==> config.mk <==
export PLATFORM = sky130hd
export DESIGN_NAME = ttuv_front
export DESIGN_NICKNAME = d
export VERILOG_FILES = /design/src/rtl/ttuv_pkg.sv /design/src/rtl/ttuv_front.sv
export SDC_FILE = /design/constraint.sdc
export NUM_CORES = 1
export LEC_CHECK = 0
export BUFFER_PORTS_ARGS = -buffer_cell sky130_fd_sc_hd__buf_2
export CORE_MARGIN = 1.5
export CORE_UTILIZATION = 57
export DETAILED_ROUTE_END_ITERATION = 16
export PLACE_DENSITY = 0.82
export SLEW_MARGIN = 40
export SYNTH_ARGS = -nofsm -noshare
export SYNTH_HDL_FRONTEND = slang
export SYNTH_SLANG_ARGS = --single-unit
export TNS_END_PERCENT = 5
==> constraint.sdc <==
create_clock -name clk -period 6 [get_ports clk]
set_input_delay 0.6 -clock clk [delete_from_list [all_inputs] [get_ports clk]]
set_output_delay 0.6 -clock clk [all_outputs]
set_load 0.02 [all_outputs]
==> src/rtl/ttuv_pkg.sv <==
// Shared types and fixed widths for the triangle tangent block.
// Used by the front end, the job queue and the back end; no dependencies.
package ttuv_pkg;

  localparam int POS_W  = 32;   // Q16.16 position
  localparam int UV_W   = 16;   // Q4.12 texture coordinate
  localparam int EDGE_W = 33;   // exact position difference
  localparam int DUV_W  = 17;   // exact UV difference
  localparam int PROD_W = 50;   // DUV_W x EDGE_W product
  localparam int DET_W  = 35;   // UV determinant
  localparam int WV_W   = 51;   // unscaled tangent component
  localparam int NORM_W = 30;   // magnitude after normalizing shift
  localparam int SQ_W   = 60;   // square of a normalized magnitude
  localparam int SUM_W  = 62;   // sum of three squares
  localparam int LEN_W  = 32;   // vector length
  localparam int NUM_W  = 46;   // rounded dividend
  localparam int MAG_W  = 15;   // quotient, at most one in Q1.14
  localparam int TAN_W  = 16;   // Q1.14 output component
  localparam int Q14_SH = 14;

  localparam int IN_DATA_W  = 128;
  localparam int OUT_DATA_W = 48;

  localparam logic [1:0] PH_FIRST  = 2'd0;
  localparam logic [1:0] PH_SECOND = 2'd1;
  localparam logic [1:0] PH_THIRD  = 2'd2;

  // One triangle ready for the back end.
  typedef struct packed {
    logic [2:0][EDGE_W-1:0] e1;
    logic [2:0][EDGE_W-1:0] e2;
    logic [DUV_W-1:0]       du1;
    logic [DUV_W-1:0]       dv1;
    logic [DUV_W-1:0]       du2;
    logic [DUV_W-1:0]       dv2;
  } job_t;

endpackage

==> src/rtl/ttuv_front.sv <==
// Front end: takes vertices, holds the first two of each triangle and
// forms edge vectors and UV deltas on the third. Depends on ttuv_pkg.
module ttuv_front (
  input  logic                             clk,
  input  logic                             rst_n,
  input  logic                             in_tvalid,
  output logic                             in_tready,
  input  logic [ttuv_pkg::IN_DATA_W-1:0]   in_tdata,
  output logic                             job_valid,
  input  logic                             job_ready,
  output ttuv_pkg::job_t                   job
);

  logic [1:0]                    phase_r, phase_nxt;
  logic [ttuv_pkg::POS_W-1:0]    p0_r [3];
  logic [ttuv_pkg::POS_W-1:0]    p1_r [3];
  logic [ttuv_pkg::UV_W-1:0]     u0_r, v0_r, u1_r, v1_r;
  logic [ttuv_pkg::POS_W-1:0]    pin [3];
  logic [ttuv_pkg::UV_W-1:0]     uin, vin;
  logic                          accept;
  logic                          first;

  assign pin[0] = in_tdata[31:0];
  assign pin[1] = in_tdata[63:32];
  assign pin[2] = in_tdata[95:64];
  assign uin    = in_tdata[111:96];
  assign vin    = in_tdata[127:112];

  // unreachable phase three starts a new triangle
  assign first     = (phase_r != ttuv_pkg::PH_SECOND) && (phase_r != ttuv_pkg::PH_THIRD);
  assign in_tready = (phase_r != ttuv_pkg::PH_THIRD) || job_ready;
  assign job_valid = in_tvalid && (phase_r == ttuv_pkg::PH_THIRD);
  assign accept    = in_tvalid && in_tready;

  always_comb begin
    for (int i = 0; i < 3; i++) begin
      job.e1[i] = {p1_r[i][ttuv_pkg::POS_W-1], p1_r[i]} - {p0_r[i][ttuv_pkg::POS_W-1], p0_r[i]};
      job.e2[i] = {pin[i][ttuv_pkg::POS_W-1], pin[i]} - {p0_r[i][ttuv_pkg::POS_W-1], p0_r[i]};
    end
    job.du1 = {u1_r[ttuv_pkg::UV_W-1], u1_r} - {u0_r[ttuv_pkg::UV_W-1], u0_r};
    job.dv1 = {v1_r[ttuv_pkg::UV_W-1], v1_r} - {v0_r[ttuv_pkg::UV_W-1], v0_r};
    job.du2 = {uin[ttuv_pkg::UV_W-1], uin} - {u0_r[ttuv_pkg::UV_W-1], u0_r};
    job.dv2 = {vin[ttuv_pkg::UV_W-1], vin} - {v0_r[ttuv_pkg::UV_W-1], v0_r};
  end

  always_comb begin
    phase_nxt = phase_r;
    if (accept) begin
      if (first) begin
        phase_nxt = ttuv_pkg::PH_SECOND;
      end else if (phase_r == ttuv_pkg::PH_SECOND) begin
        phase_nxt = ttuv_pkg::PH_THIRD;
      end else begin
        phase_nxt = ttuv_pkg::PH_FIRST;
      end
    end
  end

  always_ff @(posedge clk) begin
    if (!rst_n) begin
      phase_r <= ttuv_pkg::PH_FIRST;
    end else begin
      phase_r <= phase_nxt;
    end
  end

  always_ff @(posedge clk) begin
    if (accept && first) begin
      for (int i = 0; i < 3; i++) p0_r[i] <= pin[i];
      u0_r <= uin;
      v0_r <= vin;
    end
    if (accept && phase_r == ttuv_pkg::PH_SECOND) begin
      for (int i = 0; i < 3; i++) p1_r[i] <= pin[i];
      u1_r <= uin;
      v1_r <= vin;
    end
  end

endmodule

# Word level (Yosys, flattened, before mapping)
# Memory sizes are Yosys's and may differ from the RTL's.
# Index checks and enable logic that the tools add are counted.
# word_totals
reg_bits	66
latchBits	0
ram_bits	192
rom_bits	0
in_bits	132
output_inout_bits	268
wordCells	33
mem_count	2
# classes
n_addsub	10
n_mul	0
div_mod_pow	0
order_cmp	0
n_eq_ne	4
n_shift	0
n_mux	6
n_bitwise	0
n_reduce_logical	6
# memory_table
name	depth	width	rd	rd_ports_with_merged_regs	write_ports	line_no	rtl
p0_r	3	32	3	0	3	ttuv_front.sv:15	logic [ttuv_pkg::POS_W-1:0] p0_r [3];
p1_r	3	32	3	0	3	ttuv_front.sv:16	logic [ttuv_pkg::POS_W-1:0] p1_r [3];
# ops
operator	count
$sub 32x32->33	6
$sub 16x16->17	4
$logic_and 1x1->1	5
$mux 1	4
$mux 2	2
$eq 2x1->1 const B	1
$eq 2x2->1 const B	1
$ne 2x1->1 const B	1
$ne 2x2->1 const B	1
$logic_or 1x1->1	1

# Longest topological paths before layout
# logic_depth
ltp_word	6
mapped_depth	12
depth_no_buf	12

# Worst setup path after synthesis
# OpenSTA, ideal clock, no wires.
# synth_path
path_kind	input to register
start	input job_ready
end	memory p0_r[0][0] (netlist name) (enable)
arrival_ps	3957
setup_slack_ps	1538
path_stages	2
path_buffers	0
cell_sequence	nand2b_1 > and3_1
# synth_lines
item	line_no	rtl
start: declaration	ttuv_front.sv:10	input logic job_ready,
end: declaration	ttuv_front.sv:15	

==> results.md <==
- FF+latch area: 7730 um2
- Slew Viols, Final: 0
- Cells after DPL: 2904
- Count leader, synth: ha_1
- Ys flop type: edfxtp_1
- Placed Area: 22800 um2
- Post-route antenna net violation count: 0
- Nets: 2882
- Multi-input logic area: 11600 um2
- Pleak: 11.0 nW
- DRC Markers: 0
- Tmin final: 4750 ps
- Synthesis-to-layout area growth: 17.9%
- CP Launch Type: register
- Fmax: 210 MHz
- Peak VDD IR: 272 uV
- Slowest cell on the critical path: o21ai_0
- Clk buf depth: 3
- PortBufs: 399
- Final Cycle Share: 79.2%
- Gp weighted congestion: 0.948
- First-pass GRT wire length: 82.0 mm
- Largest fanout on the critical path: 4
- RSZ-0062 raised after global routing: no
- Clock skew: 20.2 ps
- Top cells by area, synth: edfxtp_1, ha_1, xnor2_1
- DP HPWL: 41.7 mm
- Detailed-route via count: 17100
- Asr flop ratio synth: 0%
- Starting density of the core: 58.3%
- Final Instance Area: 23900 um2
- GRT Total Usage: 27.8%
- Std cell rows: 68
- Share of cells above drive strength 1: 19.2%
- CTS buffer count: 30
- Die height: 191 um
- CTS resizes: 0
- Drt total wl: 52.9 mm
- FF-to-FF setup slack: 3930 ps
- Worst path required time: 5400 ps
- Fill cells: 2673
- Largest net degree at the start of global routing: 78
- Die Wd: 191 um
- GRT overflow: 0
- Synth top area share: 38.0%
- Avg Synthesized Cell Area: 9.77 um2
- Netlist cell types: 69
- CTS Hold Bufs: 0
- Post-synthesis register bit count: 258
- Hold Fails Final Rpt: 0
- Vias per Instance: 5.77
- Number of global-route vias before repair: 16700
- Area leader, netlist: edfxtp_1
- Worst setup EP type: primary output
- CP bufs+invs: 1
- Pre-Repair DR Iteration Count: 6
- Worst skew pair latency: 570 ps
- Wire per inst: 17.8 um
- Drt initial violations: 930
- Crit path kind: register to primary output
- Crit path DAT: 4150 ps
- Finished Core Util: 68.8%
- EDFF count, synth: 256
- Post-CTS Setup Bufs: 0
- Total negative slack: 0 ps
- Hold Path Class: input port to register
- Initial antenna violation count: 15
- Post-Syn Nets: 2473
- Core footprint: 34700 um2
- Worst path max stage delay: 540 ps
- Crit-path leading delay family: compound AO/OA/AOI/OAI gates
- Final setup vio count: 0
- Synth warn: 0
- Cells after Synth: 2072
- Max Cap Violations: 0
- Power density cells: 294 nW/um2
- Register area share after synthesis: 38.2%
- Die Footprint: 36700 um2
- IO Count: 400
- Non-filler instance count after layout: 2972
- TritonCTS clock tree: built
- H-tree depth: 1
- Least-Margin Pin Slew: 780 ps
- CTS sink cnt: 258
- CTS Root Buffer Type: clkbuf_16
- Outcome: complete, no violations
- Cell Area, Synth: 20200 um2
- Crit-path cells: ha_1, fa_1, nor2b_1, o21ai_0, a21oi_1, o21ai_0, o211ai_1, o211ai_1, o21ai_0, a21boi_0, xnor2_1, buf_2
- Clk slew on worst S/H paths: 70 ps
- Most frequent cells after synthesis: ha_1, edfxtp_1, inv_1, a21oi_1, xnor2_1
- Slew headroom: 48.0%
- Crit-path most repeated cell: o21ai_0
[through the flow]
step	power, mW	setup slack [ps]	hold WS [ps]
global placement	4.99	1730	472
global route	7.34	972	214
floorplan	4.17	1540	460
detailed placement	5.06	1610	502
finish	7.01	1250	229
CTS	7.02	1230	206
[metal layers]
layer	part of all wire (%)	up-vias	track usage [%]
li1	-	8410	-
met5	0.066	-	0
met4	5.2	6	15.6
met2	48	597	47.8
met1	40	7967	33.0
met3	6.6	162	4.77
[logic make-up (layout without fill, tap and decap cells)]
| kind of cell | after synthesis | in the layout | synth area share, % |
|---|---|---|---|
| AO/OA/AOI/OAI | 606 | 606 | 19.2 |
| AND/OR/NAND/NOR | 480 | 480 | 11.6 |
| adder cells (fa/ha/maj) | 269 | 269 | 17.0 |
| flip-flops | 258 | 258 | 38.2 |
| buffers and inverters | 235 | 668 | 4.36 |
| XOR/XNOR | 224 | 224 | 9.69 |
| other | 0 | 12 | 0 |
[layout make-up]
type / instances / share of cell area, %
multi-input combinational: 1579 / 48.8
sequential: 258 / 32.4
timing repair buffer: 403 / 8.52
inverter: 209 / 3.29
clock buffer: 32 / 3.18
tap: 455 / 2.39
clock inverter: 24 / 1.33
antenna: 12 / 0.126
[cell usage in the layout (no fill, tap or decap), drive strengths merged, types with 6 or more instances in the layout]
master,count
a211o,7
a211oi,11
a21boi,7
a21o,100
a21oi,201
a31oi,26
a41oi,7
and2,8
and3,16
buf,403
bufinv,6
clkbuf,32
clkinv,12
diode,12
edfxtp,256
fa,10
ha,259
inv,211
nand2,125
nand2b,31
nand3,36
nand4,24
nor2,117
nor2b,37
nor3,35
nor3b,6
o211ai,27
o21a,30
o21ai,103
o21bai,16
o31ai,19
or2,14
or3,12
xnor2,151
xor2,73
[power by group]
part | leakage, nW | switching [mW] | total [mW] | internal (mW)
logic | 8.06 | 1.86 | 2.90 | 1.04
registers | 2.41 | 0.0327 | 2.15 | 2.12
clock network | 0.511 | 0.768 | 1.95 | 1.18
total | 11.0 | 2.66 | 7.01 | 4.34
[sequential cells by signal, summed over array words and instances (netlist names)]
register  flops
u1_r         16
u0_r         16
p0_r         96
phase_r       2
p1_r         96
v0_r         16
v1_r         16
[path summary, 6_finish.rpt]
path | depth (start not counted) | endpoint | from
setup / recovery | 12 | job[158] | p0_r[0][64]$_DFFE_PP_
hold reg to reg | 2 | phase_r[1]$_SDFFE_PN0P_ | phase_r[1]$_SDFFE_PN0P_
setup reg to reg | 5 | p0_r[0][31]$_DFFE_PP_ | phase_r[0]$_SDFFE_PN0P_
hold / removal | 1 | p0_r[0][2]$_DFFE_PP_ | in_tdata[2]
[worst register-to-register path, delay by kind of cell (launching register included)]
family | cells | cell delay, ps
simple gates | 2 | 410
buf+inv | 2 | 650
fa+ha+maj | 1 | 200
flops | 1 | 360
No activity file was read; power rests on OpenSTA's default activity.
