File: src/rtl/ttuv_pkg.sv
// Shared types and fixed widths for the triangle tangent block.
// Used by the front end, the job queue and the back end; no dependencies.
package ttuv_pkg;

  localparam int POS_W  = 32;   // Q16.16 position
  localparam int UV_W   = 16;   // Q4.12 texture coordinate
  localparam int EDGE_W = 33;   // exact position difference
  localparam int DUV_W  = 17;   // exact UV difference
  localparam int PROD_W = 50;   // DUV_W x EDGE_W product
  localparam int DET_W  = 35;   // UV determinant
  localparam int WV_W   = 51;   // unscaled tangent component
  localparam int NORM_W = 30;   // magnitude after normalizing shift
  localparam int SQ_W   = 60;   // square of a normalized magnitude
  localparam int SUM_W  = 62;   // sum of three squares
  localparam int LEN_W  = 32;   // vector length
  localparam int NUM_W  = 46;   // rounded dividend
  localparam int MAG_W  = 15;   // quotient, at most one in Q1.14
  localparam int TAN_W  = 16;   // Q1.14 output component
  localparam int Q14_SH = 14;

  localparam int IN_DATA_W  = 128;
  localparam int OUT_DATA_W = 48;

  localparam logic [1:0] PH_FIRST  = 2'd0;
  localparam logic [1:0] PH_SECOND = 2'd1;
  localparam logic [1:0] PH_THIRD  = 2'd2;

  // One triangle ready for the back end.
  typedef struct packed {
    logic [2:0][EDGE_W-1:0] e1;
    logic [2:0][EDGE_W-1:0] e2;
    logic [DUV_W-1:0]       du1;
    logic [DUV_W-1:0]       dv1;
    logic [DUV_W-1:0]       du2;
    logic [DUV_W-1:0]       dv2;
  } job_t;

endpackage

File: src/rtl/ttuv_queue.sv
// Short job queue between front and back end.
// Depends on ttuv_pkg for the job type.
module ttuv_queue #(
  parameter int DEPTH = 2
) (
  input  logic           clk,
  input  logic           rst_n,
  input  logic           push_valid,
  output logic           push_ready,
  input  ttuv_pkg::job_t push_job,
  output logic           pop_valid,
  input  logic           pop_ready,
  output ttuv_pkg::job_t pop_job
);

  localparam int PTR_W = (DEPTH > 1) ? $clog2(DEPTH) : 1;
  localparam int CNT_W = $clog2(DEPTH + 1);

  ttuv_pkg::job_t     mem_r [DEPTH];
  logic [PTR_W-1:0]   wr_ptr_r, rd_ptr_r;
  logic [CNT_W-1:0]   count_r;
  logic               do_push, do_pop;

  assign push_ready = (count_r != CNT_W'(DEPTH));
  assign pop_valid  = (count_r != '0);
  assign do_push    = push_valid && push_ready;
  assign do_pop     = pop_valid && pop_ready;
  assign pop_job    = mem_r[rd_ptr_r];

  always_ff @(posedge clk) begin
    if (!rst_n) begin
      wr_ptr_r <= '0;
      rd_ptr_r <= '0;
      count_r  <= '0;
    end else begin
      if (do_push) begin
        wr_ptr_r <= (wr_ptr_r == PTR_W'(DEPTH - 1)) ? '0 : wr_ptr_r + 1'b1;
      end
      if (do_pop) begin
        rd_ptr_r <= (rd_ptr_r == PTR_W'(DEPTH - 1)) ? '0 : rd_ptr_r + 1'b1;
      end
      if (do_push && !do_pop) begin
        count_r <= count_r + 1'b1;
      end else if (do_pop && !do_push) begin
        count_r <= count_r - 1'b1;
      end
    end
  end

  always_ff @(posedge clk) begin
    if (do_push) begin
      mem_r[wr_ptr_r] <= push_job;
    end
  end

endmodule

File: config.mk
export PLATFORM = sky130hd
export DESIGN_NAME = ttuv_queue
export DESIGN_NICKNAME = d
export VERILOG_FILES = /design/src/rtl/ttuv_pkg.sv /design/src/rtl/ttuv_queue.sv
export SDC_FILE = /design/constraint.sdc
export NUM_CORES = 1
export LEC_CHECK = 0
export ABC_AREA = 1
export BUFFER_PORTS_ARGS = -buffer_cell sky130_fd_sc_hd__buf_2
export CORE_AREA = 2 2 212 214
export CTS_CLUSTER_DIAMETER = 150
export DETAILED_ROUTE_END_ITERATION = 16
export DIE_AREA = 0 0 214 216
export PLACE_DENSITY = 0.72
export SYNTH_ARGS = -nofsm -noshare
export SYNTH_HDL_FRONTEND = slang
export SYNTH_SLANG_ARGS = --single-unit
File: constraint.sdc
create_clock -name clk -period 22.7 [get_ports clk]
set_clock_uncertainty 0.05 [all_clocks]
set_input_delay 6.81 -clock clk [delete_from_list [all_inputs] [get_ports clk]]
set_output_delay 6.81 -clock clk [all_outputs]
set_load 0.005 [all_outputs]
---- After elaboration in Yosys (flattened, before gate mapping) ----
Memories as Yosys holds them, arrays and structs flattened. A register that Yosys moved wholly into a read port is not among the register bits.
Cells that the tools add are included.
W data, S select, Z words.
word-level totals
  flip-flop bits (word level) ............. 4
  RAM bits ................................ 532
  input port bits ......................... 270
  output and inout bits ................... 268
  memories kept ........................... 1
memories
  memory  words  width  rd ports  clocked after Yosys merged registers in  write ports  line              text
  mem_r   2      266    1         1                                        1            ttuv_queue.sv:19  ttuv_pkg::job_t mem_r [DEPTH];
cells by class
  add/sub/neg operators ................... 4
  equality and inequality tests ........... 1
  multiplexer cells ....................... 8
  reductions and logical operators ........ 8
operators with widths
  operator               count
  $mux W1                6
  $logic_and A1 B1 Y1    4
  $mux W2                2
  $reduce_bool A2 Y1     2
  $add A1 B1 Y1 const B  2
  $add A2 B1 Y2 const B  1
  $logic_not A1 Y1       2
  $ne A2 B2 Y1 const B   1
  $sub A2 B1 Y2 const B  1

---- Depth between registers and ports, before layout ----
Gate-level depths: netlist of run 1.
  word-level depth ........................ 6
  mapped depth ............................ 11
  depth with buffers taken out ............ 11

---- Worst setup path after synthesis of run 1 ----
Ideal clock, no wire load.
  path kind ............................... input to register
  from .................................... input push_valid
  to ...................................... memory mem_r[0][0] (netlist name) (enable)
  setup time .............................. 0.897 ns
  data arrival time ....................... 17.917 ns
  path slack .............................. 3.836 ns
  cell stages on the path ................. 2
  buffers on the path ..................... 0
  path through ............................ nand2_1 nor2_1
on the way
  longest elaborated chain between the ends .. 3
ends and longest elaborated chain
  what                           line              text
  from (decl)                    ttuv_queue.sv:8   input logic push_valid,
  $logic_and A1 B1 Y1            ttuv_queue.sv:26  assign do_push = push_valid && push_ready;
  $mux W1                        ttuv_queue.sv:51  if (do_push) begin
  $mux W1 (implied by the code)  ttuv_queue.sv:52  mem_r[wr_ptr_r] <= push_job;
  to (decl)                      ttuv_queue.sv:19
No other way between the ends.

==> metrics.yaml, run 1 <==
detailed_routing:
  drc: 0
  drt-vias-per-instance: 4.885
  drtAntennaViolNets: 0
  first_pass_iters: 5
  vias: 10171
  routedWlPerCell_um: 20.23
  finalWirelength_mm: 42.12
  first_iter_violations: 698
sta:
  period_share_pct: 47.95
  min_period_ps: 10880
  tns_ps: 0
  hold_viol: 0
  setup_viol: 0
  rsz0062_at_grt: "no"
  fmax_mhz: 91.88
  tightestPinTransition_ps: 1088
  fin_hold_ws_ps: 461.4
  slew_viol_final: 0
  slew_headroom_pct: 27.50
logic_synthesis:
  synth_edf_count: 532
  netlist_instances: 865
  yosysTopAreaCellShare_pct: 77.98
  synth_common_cells: "edfxtp_1, mux2_4, mux2_2"
  postSynth.asyncResetShare_pct: 0
  synth_area_um2: 20490
  avgSynthCellArea_um2: 23.68
  syn_nets: 1136
  synth_area_leaders: "edfxtp_1, mux2_4, mux2_2"
  synth_warnings: 0
  seq_area_frac_synth_pct: 78.47
  ys_ff_latch: 537
  yosys.cell_types.count: 17
  synth.most_common_cell: "edfxtp_1"
  synth_ff_type: "edfxtp_1"
  synth_top_area_cell: "edfxtp_1"
floorplanning:
  die_w_um: 214
  die_area_um2: 46220
  num_rows: 77
  core_um2: 43840
  initial_core_util_pct: 46.74
  die_y_um: 216
  pin_count: 538
power:
  ir_drop_uv: 83.82
  cellPowerDensity_nw_per_um2: 108.1
  p_int_uw: 2052
  p_seq_share_pct: 47.6
  p_total_uw: 2737
  p_leak_uw: 0.009872
  clockPowerShare_pct: 29.9
  power.switching_uw: 684.5
  switching_share_pct: 25.01
  share_comb_of_total_power_pct: 22.5
final_layout:
  multi_input_area_um2: 4021
  finalNonFillerCells: 2082
  nNetsFinal: 1709
  final_util_pct: 57.73
  regArea_um2: 16080
  drive_gt1_share_pct: 60.12
  areaGrowthSynthToFinish_pct: 23.52
  fill_cells: 3281
worst_setup_path:
  crit_arrival_ps: 4020
  r2r-end: "mem_r[0][155]$_DFFE_PP_"
  crit_path_max_fanout: 60
  required_ps: 15840
  cp-end-kind: "primary output"
  startpoint_type: "flip-flop"
  r2r_start: "count_r[0]$_SDFFE_PN0P_"
  r2r_cells: 6
  critPathKind: "flip-flop to primary output"
  regToRegSetupSlack_ps: 19560
placement:
  dp_hpwl_mm: 29.20
  io_buffers: 537
  post-place-cells: 1976
  gp_congestion: 0.8032
flow_run:
  drv_cap: 0
cts:
  cts_tree: "built"
  cts_hold_buf: 0
  cts_made_buffers: 52
  cts_buffer_depth: 3
  cts-resized-gates: 0
  root_buffer: "clkbuf_16"
  post-cts-setup-buffer-count: 0
  clkLatencyLatePin_ps: 580
  cts_max_level: 2
  cts.sinks: 537
  clk_pin_slew_ps: 60
worst_hold_path:
  min_from: "rd_ptr_r$_SDFFE_PN0P_"
  min_delay_path_depth: 2
  hp-class: "flip-flop to flip-flop"
grt:
  antenna_found_initial: 14
  grt_pass1_wl_mm: 61.87
  grt.overflow.total: 0
  grt_pass1_vias: 10484
  grt_start_max_net_pins: 79
  grt_util_all_layers_pct: 17.54
status:
  outcome: "finished clean"
cell families (layout without fill, tap and decap cells):
family / Yosys count / count (layout) / share of synthesized area, %
AO/OA/AOI/OAI: 4 / 4 / 0.1099
adder cells (fa/ha/maj): 1 / 1 / 0.06106
buffers and inverters: 38 / 650 / 1.979
flip-flops: 537 / 537 / 78.47
multiplexers: 266 / 266 / 19.02
other: 0 / 13 / 0
AND/OR/NAND/NOR: 19 / 19 / 0.3664
critical path, cell delays in order (launching register included):
cell,delay (ps)
dfxtp_4,1030
buf_4,950
buf_4,830
mux2_4,360
buf_2,130
metal layers:
layer,vias to the layer above,routed length (µm),GRT usage [%]
met5,-,49,0
met4,8,1149,6.457
met3,83,3475,6.202
met2,407,21330,29.55
met1,5072,16120,20.82
li1,4601,-,-
power groups by stage:
stage                     clock network [µW]  registers (µW)  logic [µW]
after floorplan                            0            1370         414
after global placement                     0            1320         618
after detailed placement                   0            1330         623
after global routing                     875            1320         658
final                                    818            1300         616
after CTS                                840            1300         626
final cells by class:
type,count,share of cell area [%]
diodes,13,0.1286
clock buffers,66,5.518
clock inverters,27,0.8999
inverters,8,0.1187
multi-input cells,290,15.89
flip-flops and latches,537,63.54
well taps,592,2.927
repair buffers,549,10.98
through the flow:
stage,instance area [µm²],worst slack (ps)
6_report,25310,11820
3_5_place_dp,23650,12400
2_1_floorplan,20490,3836
4_1_cts,25270,11760
5_1_grt,25300,11620
3_3_place_gp,23650,12420
flip-flops by register name, indices dropped and copies added (netlist names), named ones only:
| register | count |
|---|---|
| count_r | 2 |
| mem_r | 532 |
| rd_ptr_r | 1 |
| wr_ptr_r | 1 |
worst max-delay path by stage:
stage	cells after the start	slack, ps	endpoint	start
final	4	11820	pop_job[33]	flip-flop
after global routing	4	11620	pop_job[33]	flip-flop
after CTS	4	11760	pop_job[33]	flip-flop
after detailed placement	4	12400	pop_job[33]	flip-flop
after global placement	4	12420	pop_job[52]	flip-flop
after floorplan	2	3840	mem_r[0][0]$_DFFE_PP_	push_valid
placed cells by master (no fill, tap or decap), types with 4 or more instances in the layout:
cell        Yosys  final
buf_2           2    537
buf_4           0     12
clkbuf_1        0     12
clkbuf_16       0     54
clkinv_1        0     11
clkinv_2        0      5
clkinvlp_4      0      5
dfxtp_1         5      4
diode_2         0     13
edfxtp_1      532    532
inv_1           8      8
mux2_2         26     26
mux2_4        240    240
nand2_1         9      9
nor2_1          8      6
No activity file was read; power rests on OpenSTA's default activity.
==> run 2: changes to the inputs <==
Settings changed: CORE_AREA 2 2 212 214 to unset, CORE_MARGIN set to 2, CORE_UTILIZATION set to 48, DIE_AREA 0 0 214 216 to unset, PLACE_DENSITY 0.72 to 0.77.
Clock period 22.7 ns to 9.33 ns, I/O delays scaled along.
==> metrics.yaml, run 2 (synthesized netlist as in run 1, its figures left out) <==
floorplanning:
  die_y_um: 210.6
  die_w_um: 210.6
  num_rows: 75
  die_area_um2: 44350
  pin_count: 538
  initial_core_util_pct: 48.73
  core_um2: 42040
worst_hold_path:
  hp-class: "flip-flop to flip-flop"
power:
  cellPowerDensity_nw_per_um2: 264.6
  ir_drop_uv: 182.8
  p_leak_uw: 0.009897
detailed_routing:
  drt-vias-per-instance: 5.000
  drtAntennaViolNets: 0
  first_iter_violations: 572
  drc: 0
  finalWirelength_mm: 42.48
  routedWlPerCell_um: 21.01
  first_pass_iters: 5
  vias: 10111
worst_setup_path:
  critPathKind: "flip-flop to primary output"
  crit_arrival_ps: 2950
  cp-end-kind: "primary output"
  crit_path_max_fanout: 125
  required_ps: 6480
  startpoint_type: "flip-flop"
grt:
  grt.overflow.total: 0
  grt_pass1_wl_mm: 61.33
  antenna_found_initial: 13
  grt_start_max_net_pins: 126
  grt_util_all_layers_pct: 18.53
  grt_pass1_vias: 10524
final_layout:
  reg.largest.list: "mem_r: 532 flops, count_r: 2 flops"
  largest_reg_flops: 532
  multi_input_area_um2: 4021
  largest_register: "mem_r"
  areaGrowthSynthToFinish_pct: 23.18
  final_util_pct: 60.03
  nNetsFinal: 1706
  regArea_um2: 16080
  final_cell_mix: "buf_2, edfxtp_1, mux2_4, clkbuf_16, mux2_2"
  fill_cells: 3033
  layout_commonest_cell: "buf_2"
  drive_gt1_share_pct: 60.57
sta:
  slew_viol_final: 0
  setup_viol: 0
  fin_hold_ws_ps: 458.7
  rsz0062_at_grt: "no"
  min_period_ps: 5798
  period_share_pct: 62.14
  slew_headroom_pct: 28.68
  hold_viol: 0
  fmax_mhz: 172.5
  tightestPinTransition_ps: 1070
status:
  outcome: "finished clean"
flow_run:
  drv_cap: 0
cts:
  cts_made_buffers: 51
  root_buffer: "clkbuf_16"
  clk_pin_slew_ps: 60
  post-cts-setup-buffer-count: 0
  cts_buffer_depth: 3
  cts-resized-gates: 0
  cts.sinks: 537
  cts_tree: "built"
  cts_max_level: 2
  cts_hold_buf: 0
  clkLatencyLatePin_ps: 580
placement:
  dp_hpwl_mm: 28.94
  gp_congestion: 0.7921
  io_buffers: 537
## run 2: changes by cell type in the layout (fill, tap and decap cells not counted), sizes merged
cell,previous run,this run
diode,13,7
clkinvlp,5,3
bufinv,3,4
buf,549,547
clkinv,18,27
clkbuf,66,59
## run 2: layout make-up
class	instances	share of cell area, %
Multi-Input combinational cell	290	15.93
Inverter	8	0.1190
Clock buffer	59	5.345
Timing Repair Buffer	547	11.05
Antenna cell	7	0.06941
Clock inverter	35	1.101
Tap cell	539	2.672
Sequential cell	537	63.71
## run 2: critical path, stage by stage, from the launching register on
cell	delay [ps]
dfxtp_4	910
buf_12	670
mux2_2	430
buf_2	130
## run 2: power breakdown
| part | leakage (µW) | switching [µW] | internal [µW] |
|---|---|---|---|
| clock | 0.000804 | 856 | 1150 |
| combinational | 0.00409 | 713 | 800 |
| sequential | 0.00500 | 109 | 3060 |
## run 2: final timing paths
check | startpoint | end | slack, ps | cells past startpoint
setup reg to reg | count_r[0]$_SDFFE_PN0P_ | mem_r[1][108]$_DFFE_PP_ | 6320 | 6
setup / recovery | flip-flop | pop_job[263] | 3530 | 3
hold / removal | rd_ptr_r$_SDFFE_PN0P_ | rd_ptr_r$_SDFFE_PN0P_ | 460 | 2
hold reg to reg | rd_ptr_r$_SDFFE_PN0P_ | rd_ptr_r$_SDFFE_PN0P_ | 460 | 2
## run 2: per-stage QoR
step                TNS (ps)  instance area (µm²)  power (µW)  worst slack, ps  instances
floorplan            -546420                20490        4257            -1027        865
global placement           0                23590        4708             4054       1921
detailed placement         0                23590        4746             4041       1921
CTS                        0                25220        6758             3482       2015
global route               0                25230        6949             3393       2021
finish                     0                25240        6679             3532       2022
## run 2: metal layers
metal  global-route usage (%)  part of all wire, %  vias to the layer above
met5                        0                 0.20                        -
met4                    7.746                  3.1                       14
met3                    5.766                  8.5                       96
met2                    32.13                   51                      401
met1                    21.33                   37                     5014
li1                         -                    -                     4586
==> run 3: changes to the inputs <==
Settings changed: CORE_AREA set to 2 2 212 214, CORE_MARGIN 2 to unset, CORE_UTILIZATION 48 to unset, DIE_AREA set to 0 0 214 216, PLACE_DENSITY 0.77 to 0.72.
Clock period 9.33 ns to 5.8 ns, I/O delays scaled along.
==> metrics.yaml, run 3 (synthesized netlist as in run 1, its figures left out) <==
final_layout:
  nNetsFinal: 1720
  reg.largest.list: "mem_r: 532 flops, count_r: 2 flops"
  layout_commonest_cell: "buf_2"
  largest_register: "mem_r"
  areaGrowthSynthToFinish_pct: 24.50
  final_util_pct: 58.19
  finalNonFillerCells: 2094
  design_area_um2: 25510
  final_cell_mix: "buf_2, edfxtp_1, mux2_4, clkbuf_16, mux2_2"
  fill_cells: 3247
  drive_gt1_share_pct: 60.15
  largest_reg_flops: 532
sta:
  min_period_ps: 4259
  tns_ps: 0
  fmax_mhz: 234.8
  hold_viol: 0
  slew_viol_final: 0
  rsz0062_at_grt: "no"
  slew_headroom_pct: 38.06
  tightestPinTransition_ps: 926.8
  setup_viol: 0
  fin_ws_ps: 1541
  period_share_pct: 73.43
worst_setup_path:
  cp-end-kind: "primary output"
  critPathKind: "flip-flop to primary output"
  endpoint: "pop_job[248]"
  startpoint_type: "flip-flop"
  r2r_start: "count_r[0]$_SDFFE_PN0P_"
  r2r-end: "mem_r[1][240]$_DFFE_PP_"
  crit_path_max_fanout: 30
  crit_arrival_ps: 2470
  r2r_cells: 5
  regToRegSetupSlack_ps: 3500
  required_ps: 4010
placement:
  dp_hpwl_mm: 29.15
  placed_cell_area_um2: 23820
  gp_congestion: 0.8216
  io_buffers: 537
  post-place-cells: 1985
  dp_slack_ps: 2097
floorplanning:
  core_um2: 43840
  die_y_um: 216
  die_area_um2: 46220
  die_w_um: 214
  num_rows: 77
  initial_core_util_pct: 46.74
  pin_count: 538
cts:
  cts_made_buffers: 54
  cts_buffer_depth: 3
  clkLatencyLatePin_ps: 580
  cts_max_level: 2
  post-cts-setup-buffer-count: 0
  cts-resized-gates: 0
  root_buffer: "clkbuf_16"
  cts_tree: "built"
  clk_pin_slew_ps: 60
  cts_hold_buf: 0
  cts.sinks: 537
detailed_routing:
  drt-vias-per-instance: 4.886
  drc: 0
  routedWlPerCell_um: 20.29
  first_pass_iters: 5
  drtAntennaViolNets: 0
  first_iter_violations: 612
  vias: 10231
  finalWirelength_mm: 42.49
power:
  ir_drop_uv: 324.7
  p_leak_uw: 0.009979
  cellPowerDensity_nw_per_um2: 423.4
grt:
  grt_pass1_vias: 10722
  grt.overflow.total: 0
  grt_util_all_layers_pct: 17.87
  antenna_found_initial: 10
  grt_start_max_net_pins: 127
  grt_pass1_wl_mm: 62.40
status:
  outcome: "finished clean"
worst_hold_path:
  hp-class: "flip-flop to flip-flop"
flow_run:
  drv_cap: 0
run 3: changes by cell type in the layout (fill, tap and decap cells not counted), sizes merged:
cell,delta
clkinvlp,-2
diode,+2
inv,+2
buf,+11
bufinv,-1
clkinv,-11
clkbuf,+18
run 3: report_power, final:
group / internal [µW] / leakage (µW) / switching (µW)
logic: 1310 / 0.00417 / 1170
registers: 4910 / 0.00500 / 157
clock network: 1890 / 0.000809 / 1370
run 3: layout make-up:
class	instances	area, µm²	area share, %
inverters	8	30.03	0.1177
flip-flops and latches	537	16080	63.04
repair buffers	558	2933	11.50
clock inverters	23	205.2	0.8045
diodes	9	22.52	0.08830
well taps	592	740.7	2.904
clock buffers	77	1459	5.720
multi-input cells	290	4038	15.83
run 3: metal layers:
metal / track usage (%) / up-vias / wire length (µm)
li1: - / 4620 / -
met1: 20.19 / 5135 / 15850
met2: 31.29 / 392 / 22100
met3: 6.117 / 80 / 3376
met4: 6.760 / 4 / 1139
met5: 0 / - / 27
run 3: critical path, stage by stage (launching register included):
cell	delay (ps)
dfxtp_4	770
buf_4	560
mux2_2	410
buf_2	130
run 3: how the worst min path moves through the flow:
stage | from | endpoint | slack, ps | depth (start not counted)
after floorplan | rd_ptr_r$_SDFFE_PN0P_ | flip-flop | 420 | 2
after global placement | rd_ptr_r$_SDFFE_PN0P_ | flip-flop | 430 | 2
after detailed placement | rd_ptr_r$_SDFFE_PN0P_ | flip-flop | 430 | 2
after CTS | rd_ptr_r$_SDFFE_PN0P_ | flip-flop | 460 | 2
after global routing | rd_ptr_r$_SDFFE_PN0P_ | rd_ptr_r$_SDFFE_PN0P_ | 480 | 2
final | rd_ptr_r$_SDFFE_PN0P_ | rd_ptr_r$_SDFFE_PN0P_ | 460 | 2
run 3: per-stage QoR:
stage                     power, µW  hold WS [ps]
after floorplan                6783         416.9
after global placement         7618         428.2
after detailed placement       7664         431.1
after CTS                     10940         459.9
after global routing          11240         481.2
final                         10800         462.0
